File: src/rtl/mfmu_pkg.sv
// Shared types and constants for the motor feedback multiturn unwrap block.
package mfmu_pkg;

  typedef logic signed [15:0] angle_t;
  typedef logic signed [16:0] cur_t;
  typedef logic signed [18:0] step_t;
  typedef logic [31:0]        total_t;
  typedef logic [2:0]         motor_sel_t;

  localparam logic [10:0] ID_BASE  = 11'h200;
  localparam logic [10:0] ID_FIRST = 11'h201;
  localparam logic [10:0] ID_LAST  = 11'h205;

  localparam motor_sel_t MOTOR_NONE = 3'd0;
  localparam motor_sel_t MOTOR_FIVE = 3'd5;

  localparam logic [14:0] THRESH_RESET = 15'd1000;

  localparam int NUM_UNWRAP  = 4;
  localparam int NUM_CAPTURE = 2;

endpackage

File: src/rtl/mfmu_unwrap.sv
// One motor's unwrap step: the shorter of the raw delta and the wrapped delta.
module mfmu_unwrap #(
  parameter int COUNTS_PER_TURN = 8192
) (
  input  mfmu_pkg::cur_t  cur,
  input  mfmu_pkg::cur_t  prev,
  output mfmu_pkg::step_t step
);
  import mfmu_pkg::*;

  localparam step_t Turn = step_t'(COUNTS_PER_TURN);

  step_t       raw;
  step_t       wrap;
  logic [18:0] raw_mag;
  logic [18:0] wrap_mag;

  always_comb begin
    raw      = step_t'(cur) - step_t'(prev);
    wrap     = (prev > cur) ? raw + Turn : raw - Turn;
    raw_mag  = raw[18] ? 19'(-raw) : 19'(raw);
    wrap_mag = wrap[18] ? 19'(-wrap) : 19'(wrap);
    step     = (wrap_mag > raw_mag) ? raw : wrap;
  end

endmodule

File: src/rtl/motor_feedback_multiturn_unwrap_core.sv
// Top level of the motor feedback multiturn unwrap block.
//
// Each input beat carries one received CAN frame. Identifiers 0x201 to 0x204
// update the angles of motors one to four and 0x205 updates motor five, whose
// temperature byte is kept. Every frame unwraps the four stored angles into
// 32-bit running totals and produces exactly one output beat.
// The input beat is first captured in an input register. From there the
// decode, the four unwrap units and the total adders run and the result is
// loaded into the output register once the output register is empty or is
// being read out. One beat is accepted per cycle
// when the receiver keeps out_tready high; the throughput is set by the single
// stage of unwrap and add logic between the state registers.
// When the receiver stalls, the output beat holds and the input register can
// still take one more beat, after which in_tready drops.
// The synchronous reset clears all stored angles, offsets and totals and sets
// the capture threshold to 1000. The threshold is written through the cfg_
// port, which is always ready, and should be written only while idle.
module motor_feedback_multiturn_unwrap_core #(
  parameter int COUNTS_PER_TURN = 8192
) (
  input  logic         clk,
  input  logic         rst_n,
  input  logic         in_tvalid,
  output logic         in_tready,
  // frame_id[10:0], angle_word[26:11], speed_word[42:27], temp_byte[50:43]
  input  logic [55:0]  in_tdata,
  output logic         out_tvalid,
  input  logic         out_tready,
  // total_one[31:0], total_two[63:32], total_three[95:64], total_four[127:96],
  // motor_speed[143:128], motor_temp[151:144]
  output logic [151:0] out_tdata,
  // matched_motor[2:0]
  output logic [2:0]   out_tuser,
  input  logic         cfg_valid,
  output logic         cfg_ready,
  input  logic [14:0]  cfg_data
);
  import mfmu_pkg::*;

  logic        cfg_write;
  logic [14:0] thresh_r;

  logic        s1_valid_r;
  logic [10:0] s1_id_r;
  angle_t      s1_angle_r;
  angle_t      s1_speed_r;
  logic [7:0]  s1_temp_r;

  angle_t      ang_r    [NUM_UNWRAP];
  angle_t      ang_nxt  [NUM_UNWRAP];
  angle_t      offset_r [NUM_CAPTURE];
  cur_t        prev_r   [NUM_UNWRAP];
  cur_t        cur      [NUM_UNWRAP];
  step_t       step     [NUM_UNWRAP];
  total_t      total_r  [NUM_UNWRAP];
  total_t      total_nxt[NUM_UNWRAP];
  logic        capture  [NUM_CAPTURE];
  logic [7:0]  temp_r;

  logic        out_valid_r;
  motor_sel_t  out_match_r;
  angle_t      out_speed_r;

  logic        advance;
  logic        in_accept;
  logic        hit;
  motor_sel_t  match;

  assign cfg_write = cfg_valid & cfg_ready;
  assign cfg_ready = 1'b1;

  assign advance   = s1_valid_r & (~out_valid_r | out_tready);
  assign in_tready = ~s1_valid_r | advance;
  assign in_accept = in_tvalid & in_tready;

  always_comb begin
    hit   = (s1_id_r >= ID_FIRST) && (s1_id_r <= ID_LAST);
    match = hit ? 3'(s1_id_r - ID_BASE) : MOTOR_NONE;
  end

  for (genvar k = 0; k < NUM_UNWRAP; k++) begin : g_motor
    always_comb begin
      ang_nxt[k] = (hit && (match == 3'(k + 1))) ? s1_angle_r : ang_r[k];
      if (k < NUM_CAPTURE) begin
        cur[k] = {ang_nxt[k][15], ang_nxt[k]} -
                 {offset_r[k % NUM_CAPTURE][15], offset_r[k % NUM_CAPTURE]};
      end else begin
        cur[k] = {ang_nxt[k][15], ang_nxt[k]};
      end
      total_nxt[k] = total_r[k] + {{13{step[k][18]}}, step[k]};
    end

    mfmu_unwrap #(
      .COUNTS_PER_TURN(COUNTS_PER_TURN)
    ) u_unwrap (
      .cur  (cur[k]),
      .prev (prev_r[k]),
      .step (step[k])
    );
  end

  for (genvar c = 0; c < NUM_CAPTURE; c++) begin : g_capture
    assign capture[c] = (offset_r[c] == '0) &&
                        ($signed(ang_nxt[c]) > $signed({1'b0, thresh_r}));
  end

  always_ff @(posedge clk) begin
    if (!rst_n) begin
      thresh_r <= THRESH_RESET;
    end else if (cfg_write) begin
      thresh_r <= cfg_data;
    end
  end

  always_ff @(posedge clk) begin
    if (!rst_n) begin
      s1_valid_r <= 1'b0;
    end else if (in_accept) begin
      s1_valid_r <= 1'b1;
    end else if (advance) begin
      s1_valid_r <= 1'b0;
    end
  end

  always_ff @(posedge clk) begin
    if (in_accept) begin
      s1_id_r    <= in_tdata[10:0];
      s1_angle_r <= in_tdata[26:11];
      s1_speed_r <= in_tdata[42:27];
      s1_temp_r  <= in_tdata[50:43];
    end
  end

  always_ff @(posedge clk) begin
    if (!rst_n) begin
      for (int i = 0; i < NUM_UNWRAP; i++) begin
        ang_r[i]   <= '0;
        prev_r[i]  <= '0;
        total_r[i] <= '0;
      end
      for (int i = 0; i < NUM_CAPTURE; i++) begin
        offset_r[i] <= '0;
      end
      temp_r <= '0;
    end else if (advance) begin
      for (int i = 0; i < NUM_UNWRAP; i++) begin
        ang_r[i]   <= ang_nxt[i];
        prev_r[i]  <= cur[i];
        total_r[i] <= total_nxt[i];
      end
      for (int i = 0; i < NUM_CAPTURE; i++) begin
        if (capture[i]) begin
          offset_r[i] <= ang_nxt[i];
        end
      end
      if (match == MOTOR_FIVE) begin
        temp_r <= s1_temp_r;
      end
    end
  end

  always_ff @(posedge clk) begin
    if (!rst_n) begin
      out_valid_r <= 1'b0;
    end else if (advance) begin
      out_valid_r <= 1'b1;
    end else if (out_tready) begin
      out_valid_r <= 1'b0;
    end
  end

  always_ff @(posedge clk) begin
    if (advance) begin
      out_match_r <= match;
      out_speed_r <= hit ? s1_speed_r : '0;
    end
  end

  assign out_tvalid = out_valid_r;
  assign out_tuser  = out_match_r;
  assign out_tdata  = {temp_r, out_speed_r, total_r[3], total_r[2], total_r[1], total_r[0]};

  a_match_range: assert property (@(posedge clk) disable iff (!rst_n)
    out_valid_r |-> (out_match_r <= MOTOR_FIVE))
    else $error("matched motor out of range");

  a_speed_unmatched: assert property (@(posedge clk) disable iff (!rst_n)
    (out_valid_r && (out_match_r == MOTOR_NONE)) |-> (out_speed_r == '0))
    else $error("speed not zero for an unmatched frame");

  a_offset_once: assert property (@(posedge clk) disable iff (!rst_n)
    (offset_r[0] != '0) |=> $stable(offset_r[0]))
    else $error("motor one offset changed after capture");

  a_offset_positive: assert property (@(posedge clk) disable iff (!rst_n)
    (offset_r[1] != '0) |-> !offset_r[1][15])
    else $error("motor two offset captured as negative");

  a_stall_full: assert property (@(posedge clk) disable iff (!rst_n)
    !in_tready |-> (s1_valid_r && out_valid_r && !out_tready))
    else $error("input stalled without a full pipeline");

endmodule
File: config.mk
export PLATFORM = sky130hd
export DESIGN_NAME = motor_feedback_multiturn_unwrap_core
export DESIGN_NICKNAME = d
export VERILOG_FILES = /design/src/rtl/mfmu_pkg.sv /design/src/rtl/mfmu_unwrap.sv /design/src/rtl/motor_feedback_multiturn_unwrap_core.sv
export SDC_FILE = /design/constraint.sdc
export NUM_CORES = 1
export LEC_CHECK = 0
export ABC_AREA = 1
export BUFFER_PORTS_ARGS = -buffer_cell sky130_fd_sc_hd__buf_4
export CAP_MARGIN = 10
export CELL_PAD_IN_SITES_DETAIL_PLACEMENT = 0
export CELL_PAD_IN_SITES_GLOBAL_PLACEMENT = 1
export CORE_UTILIZATION = 50
export DETAILED_ROUTE_END_ITERATION = 10
export MAX_ROUTING_LAYER = met4
export PLACE_DENSITY_LB_ADDON = 0.1
export SETUP_SLACK_MARGIN = 0.3
export SLEW_MARGIN = 20
export SYNTH_ARGS = -nofsm -noshare
export SYNTH_HDL_FRONTEND = slang
export SYNTH_SLANG_ARGS = --single-unit
File: constraint.sdc
create_clock -name clk -period 16.9 [get_ports clk]
set_input_delay 1.69 -clock clk [delete_from_list [all_inputs] [get_ports clk]]
set_output_delay 1.69 -clock clk [all_outputs]
set_load 0.01 [all_outputs]
==> run_results.csv, run 1 <==
group,metric,value,unit
run_status,status,"complete, no violations",
floorplan,die_area,0.06283,sq mm
detailed_routing,drt-total-wl,76650,um
worst_hold_path,hold_path.class,"reg -> reg",
timing,period_share,69.18,%
detailed_routing,routed_via_density,5.219,
logic_synthesis,synth_cells,4081,
floorplan,rows,90,
finish,layout-drive-gt1-share,9.011,%
place,placed_area,0.03342,sq mm
logic_synthesis,synth_cell_type_count,71,
clock_network,ctsHoldBuffers,0,
logic_synthesis,synth_top_area_share,31.86,%
timing,fin_ws,5209,ps
logic_synthesis,synth_edf_count,328,
timing,hold_violations,0,
timing,skew,26.61,ps
timing,relSlewSlack,32.60,%
power,power_density,192.7,mW/mm^2
detailed_routing,dr_total_vias,26730,
critical_path,path_max_fanout,32,
critical_path,cp.arrival,12050,ps
global_route,grt_overflow_total,0,
timing,period_needed,11690,ps
clock_network,cts_tree,"done",
logic_synthesis,ys_ff_latch,353,
power,cellLeakagePower,17.18,nW
detailed_routing,firstDrtPassIters,5,
logic_synthesis,yosysMostFrequentCell,"nand2_1",
logic_synthesis,synth_top_area_cell,"edfxtp_1",
power,ir_worst_vdd,126.9,uV
critical_path,crit_top_cell,"nand2_1",
global_route,grt_pass1_wl,126400,um
timing,rsz0062_at_grt,"false",
finish,area_delta_synth_final,13.07,%
power,p_switching,3.481,mW
place,placed_cells,5037,
global_route,track_usage,25.20,%
critical_path,path_class,"reg -> reg",
floorplan,die_x,250.7,um
clock_network,ctsResizeCount,0,
timing,tightestPinTransition,1011,ps
clock_network,numCtsBuffers,45,
finish,layout.cells.non_filler,5122,
logic_synthesis,async_flop_share,0,%
clock_network,cts_setup_buffers,0,
timing,fin_worst_hold_slack,487.6,ps
floorplan,core_area,0.06070,sq mm
logic_synthesis,yosys_warnings,0,
detailed_routing,ant_nets,0,
floorplan,io_pins,234,
place,post-place-ws,5242,ps
power,switching_share,51.68,%
clock_network,clock_sinks,353,
timing,max_freq,85.54,MHz
floorplan,start_util,50.94,%
logic_synthesis,synth_area_leaders,"edfxtp_1, ha_1, nand2_1",
floorplan,dieHeight,250.7,um
detailed_routing,drc,0,
global_route,grt_max_degree,82,
detailed_routing,avgRoutedWirePerCell,14.96,um
flow_run,max-cap-violations,0,
finish,nets,4736,
critical_path,cp_data_required_time,17260,ps
clock_network,insertion_delay,610,ps
place,place.gp.congestion,0.9184,
logic_synthesis,ys_top_cells_by_count,"nand2_1, inv_1, a21oi_1",
clock_network,clockBufferDepth,3,
timing,setup_viol,0,
critical_path,start_kind,"flip-flop",
clock_network,clk_pin_slew,60,ps
critical_path,slowest_delay,890,ps
critical_path,end_kind,"flip-flop",
power,p_int,3.255,mW
global_route,grt_pass1_vias,25350,
logic_synthesis,synthFlopType,"edfxtp_1",
power,p_seq_share,16.9,%
logic_synthesis,syn_avg_cell_area,7.576,sq um
place,port_buffers,227,
clock_network,cts_root_buffer,"clkbuf_16",
detailed_routing,drt_iter0_markers,1405,
global_route,grt_antenna_before_repair,1,
finish,final_area,0.03496,sq mm
power,clkPwrFrac,14.8,%
logic_synthesis,ys_seq_area_share,33.48,%
clock_network,cts_max_level,2,
timing,fin_tns_setup,0,ps
place,detailed_place_hpwl,59370,um
timing,maxSlewViolCount,0,
logic_synthesis,syn_area,0.03092,sq mm
power,pwr-share-comb,68.3,%
critical_path,slowest_stage,"o21ai_0",
-- stage by stage --
stage                     util [%]  power (mW)
after floorplan                  -       4.698
final                        57.59       6.736
after global placement       55.05       5.708
after detailed placement     55.05       5.724
after CTS                    57.59       6.759
after global routing         57.59       7.501
-- cell type report --
type | count | area [sq um]
well taps | 782 | 978.4
clock buffers | 54 | 1231
repair buffers | 237 | 1779
clock inverters | 30 | 305.3
flip-flops and latches | 353 | 10350
multi-input cells | 2983 | 17750
inverters | 682 | 2564
diodes | 1 | 2.502
fillers | 5869 | 25740
-- metal layers --
layer | track usage, % | part of all wire (%) | vias to the layer above
met2 | 43.63 | 49 | 359
met5 | - | 0 | -
met3 | 2.369 | 2.9 | 95
li1 | - | - | 14230
met4 | 6.380 | 2.1 | 0
met1 | 31.49 | 46 | 12050
-- registers in the layout (all words and copies together), names as in the netlist, 3 cells and up --
name         count
s1_temp_r        8
ang_r           32
s1_speed_r      16
thresh_r        15
s1_id_r         11
s1_angle_r      16
prev_r          66
temp_r           8
offset_r        32
total_r        128
out_speed_r     16
out_tuser        3
-- kinds of logic (layout without fill, tap and decap cells) --
logic type / Yosys count / in the layout / share of synthesized area, %
other: 2 / 12 / 0.02429
flip-flops: 353 / 353 / 33.48
multiplexers: 4 / 4 / 0.1416
buffers and inverters: 754 / 1003 / 9.280
XOR/XNOR: 152 / 152 / 4.537
adder cells (fa/ha/maj): 358 / 358 / 14.78
AND/OR/NAND/NOR: 1461 / 1461 / 19.94
AO/OA/AOI/OAI: 997 / 997 / 17.82
-- power by group through the flow --
stage / clock, mW / combinational [mW] / sequential [mW]
floorplan: 0 / 3.52 / 1.18
global placement: 0 / 4.55 / 1.16
finish: 0.996 / 4.60 / 1.14
global route: 1.05 / 5.30 / 1.15
detailed placement: 0 / 4.57 / 1.16
CTS: 1.02 / 4.60 / 1.14
-- path summary, 6_finish.rpt --
check / slack (ps) / cells past startpoint / to / start
min: 490 / 2 / temp_r[0] / s1_temp_r[0]
min reg2reg: 490 / 2 / temp_r[0] / s1_temp_r[0]
max reg2reg: 5210 / 57 / total_r[1][30] / s1_id_r[6]
max: 5210 / 57 / total_r[1][30] / s1_id_r[6]
-- worst max-delay path, delay by kind of cell, from the launching register on --
family | cells | cell delay (ps)
and+or+nand+nor | 30 | 4610
AOI/OAI and AO/OA | 11 | 2700
adders and majority gates | 5 | 1690
buffers and inverters | 8 | 1360
DFF | 1 | 380
xor gates and xnor gates | 2 | 370
muxes | 1 | 320
-- placed cells by master (no fill, tap or decap), drive strengths merged, types with 38 or more instances in the layout --
| master | netlist | layout |
|---|---|---|
| xor2 | 114 | 114 |
| ha | 346 | 346 |
| o21ai | 372 | 372 |
| a21oi | 445 | 445 |
| nor3 | 58 | 58 |
| nand4 | 50 | 50 |
| inv | 679 | 684 |
| nand3 | 131 | 131 |
| clkbuf | 56 | 54 |
| edfxtp | 328 | 328 |
| nor2 | 389 | 389 |
| o21a | 47 | 47 |
| nand2 | 783 | 783 |
| buf | 16 | 237 |
| xnor2 | 38 | 38 |
Power figures use the tool's default switching activity.
==> run 2: changes to the inputs <==
Settings changed: CORE_UTILIZATION 50 to 46.
Clock period 16.9 ns to 11.6 ns, I/O delays scaled along.
==> run_results.csv, run 2 (synthesis gave the netlist of run 1 again) <==
group,metric,value,unit
critical_path,crit_family,"compound AO/OA/AOI/OAI gates",
finish,layout-drive-gt1-share,9.655,%
global_route,track_usage,23.86,%
floorplan,core_area,0.06610,sq mm
power,switching_share,51.69,%
place,detailed_place_hpwl,61580,um
timing,relSlewSlack,35.17,%
worst_hold_path,hold_path.class,"reg -> reg",
critical_path,slowest_delay,390,ps
timing,skew,37.20,ps
critical_path,cp_data_required_time,11930,ps
timing,max_freq,97.79,MHz
timing,fin_ws,1374,ps
timing,setup_viol,0,
power,p_seq_share,16.7,%
detailed_routing,firstDrtPassIters,11,
timing,period_share,88.15,%
finish,area_delta_synth_final,14.18,%
finish,layout_common_cells,"nand2_1, inv_1, a21oi_1",
timing,maxSlewViolCount,0,
clock_network,insertion_delay,610,ps
power,power_density,281.8,mW/mm^2
flow_run,max-cap-violations,0,
finish,layout_commonest_cell,"nand2_1",
global_route,grt_pass1_vias,25590,
critical_path,cp.arrival,10560,ps
clock_network,clock_sinks,353,
detailed_routing,drc,6,
floorplan,io_pins,234,
finish,largestRegisters,"total_r x128, prev_r x66",
clock_network,numCtsBuffers,45,
power,pwr-share-comb,69.1,%
clock_network,cts_max_level,2,
detailed_routing,routed_via_density,5.125,
power,clkPwrFrac,14.2,%
detailed_routing,drt-total-wl,79360,um
clock_network,cts_tree,"done",
critical_path,path_max_fanout,23,
finish,largest_register_ffs,128,
critical_path,cp_num_buf_inv,7,
timing,period_needed,10230,ps
run_status,status,"complete, but fails checks",
detailed_routing,avgRoutedWirePerCell,15.16,um
power,p_int,4.806,mW
timing,hold_violations,0,
timing,tightestPinTransition,972.5,ps
critical_path,path_class,"reg -> reg",
floorplan,rows,94,
floorplan,start_util,46.77,%
critical_path,crit_top_cell,"nand2_1",
floorplan,die_x,261.2,um
floorplan,die_area,0.06825,sq mm
place,post-place-ws,803.2,ps
power,cellLeakagePower,17.30,nW
power,ir_worst_vdd,202.0,uV
detailed_routing,drt_iter0_markers,1531,
critical_path,slowest_stage,"edfxtp_1",
clock_network,clockBufferDepth,3,
global_route,grt_overflow_total,0,
place,port_buffers,227,
critical_path,rrSetupSlack,1370,ps
finish,nets,4769,
power,p_switching,5.142,mW
run_status,violations,"design-rule violations",
finish,largest_register,"total_r",
global_route,grt_antenna_before_repair,1,
detailed_routing,dr_total_vias,26840,
timing,fin_tns_setup,0,ps
floorplan,dieHeight,261.2,um
global_route,grt_max_degree,79,
timing,rsz0062_at_grt,"true",
critical_path,start_kind,"flip-flop",
clock_network,cts_root_buffer,"clkbuf_16",
global_route,grt_pass1_wl,128600,um
detailed_routing,ant_nets,0,
place,place.gp.congestion,0.9060,
clock_network,clk_pin_slew,60,ps
critical_path,end_kind,"flip-flop",
## run 2: cell types whose count changed in the layout (fill, tap and decap cells not counted), sizes merged
cell	change
clkinv	+4
inv	-6
clkbuf	+1
clkinvlp	+1
buf	+31
bufinv	+1
## run 2: layout make-up
| type | instances | area, sq um |
|---|---|---|
| Fill cell | 6526 | 30800 |
| Multi-Input combinational cell | 2983 | 17800 |
| Sequential cell | 353 | 10350 |
| Inverter | 682 | 2574 |
| Timing Repair Buffer | 268 | 2012 |
| Clock buffer | 55 | 1174 |
| Tap cell | 864 | 1081 |
| Clock inverter | 28 | 291.5 |
| Timing Repair inverter | 2 | 12.51 |
| Antenna cell | 1 | 2.502 |
## run 2: metrics by stage
stage               instance area, sq um  utilization [%]  total power [mW]  hold slack (ps)  std cells
finish                             35300            53.41             9.948            486.7       5236
global route                       35300            53.41             11.07            528.8       5236
CTS                                35190            53.24             9.891            490.4       5229
detailed placement                 33720            51.02             8.418            479.8       5146
global placement                   33720            51.02             8.420            461.9       5146
floorplan                          30950                -             6.845            459.4       4090
## run 2: final timing paths
path         cells after the start             end         start
min                              2       temp_r[0]  s1_temp_r[0]
max reg2reg                     61  total_r[0][31]    s1_id_r[6]
min reg2reg                      2       temp_r[0]  s1_temp_r[0]
max                             61  total_r[0][31]    s1_id_r[6]
## run 2: power by group through the flow
| stage | registers (mW) | clock network (mW) | logic, mW |
|---|---|---|---|
| global placement | 1.68 | 0 | 6.74 |
| finish | 1.66 | 1.41 | 6.88 |
| detailed placement | 1.69 | 0 | 6.73 |
| floorplan | 1.71 | 0 | 5.13 |
| global route | 1.68 | 1.49 | 7.91 |
| CTS | 1.66 | 1.45 | 6.78 |
## run 2: worst min-delay path: cells and delay by family (launching register included)
| kind | cells | cell delay (ps) |
|---|---|---|
| buffers and inverters | 1 | 40 |
| AOI/OAI and AO/OA | 1 | 100 |
| DFF | 1 | 320 |
## run 2: what timing repair did
| action | CTS | global route |
|---|---|---|
| setup buffers | 0 | 4 |
| gates resized for setup | 0 | 20 |
| hold buffers | 0 | 0 |
| endpoints found under the hold margin | 0 | 0 |
| setup endpoints to repair | 0 | 28 |
## run 2: metal layers
layer / GRT usage, % / vias to the layer above / routed length, um
li1: - / 14290 / -
met1: 30.30 / 12060 / 37110
met2: 40.45 / 391 / 37880
met3: 2.391 / 103 / 2487
met4: 6.250 / 0 / 1880
met5: - / - / 0
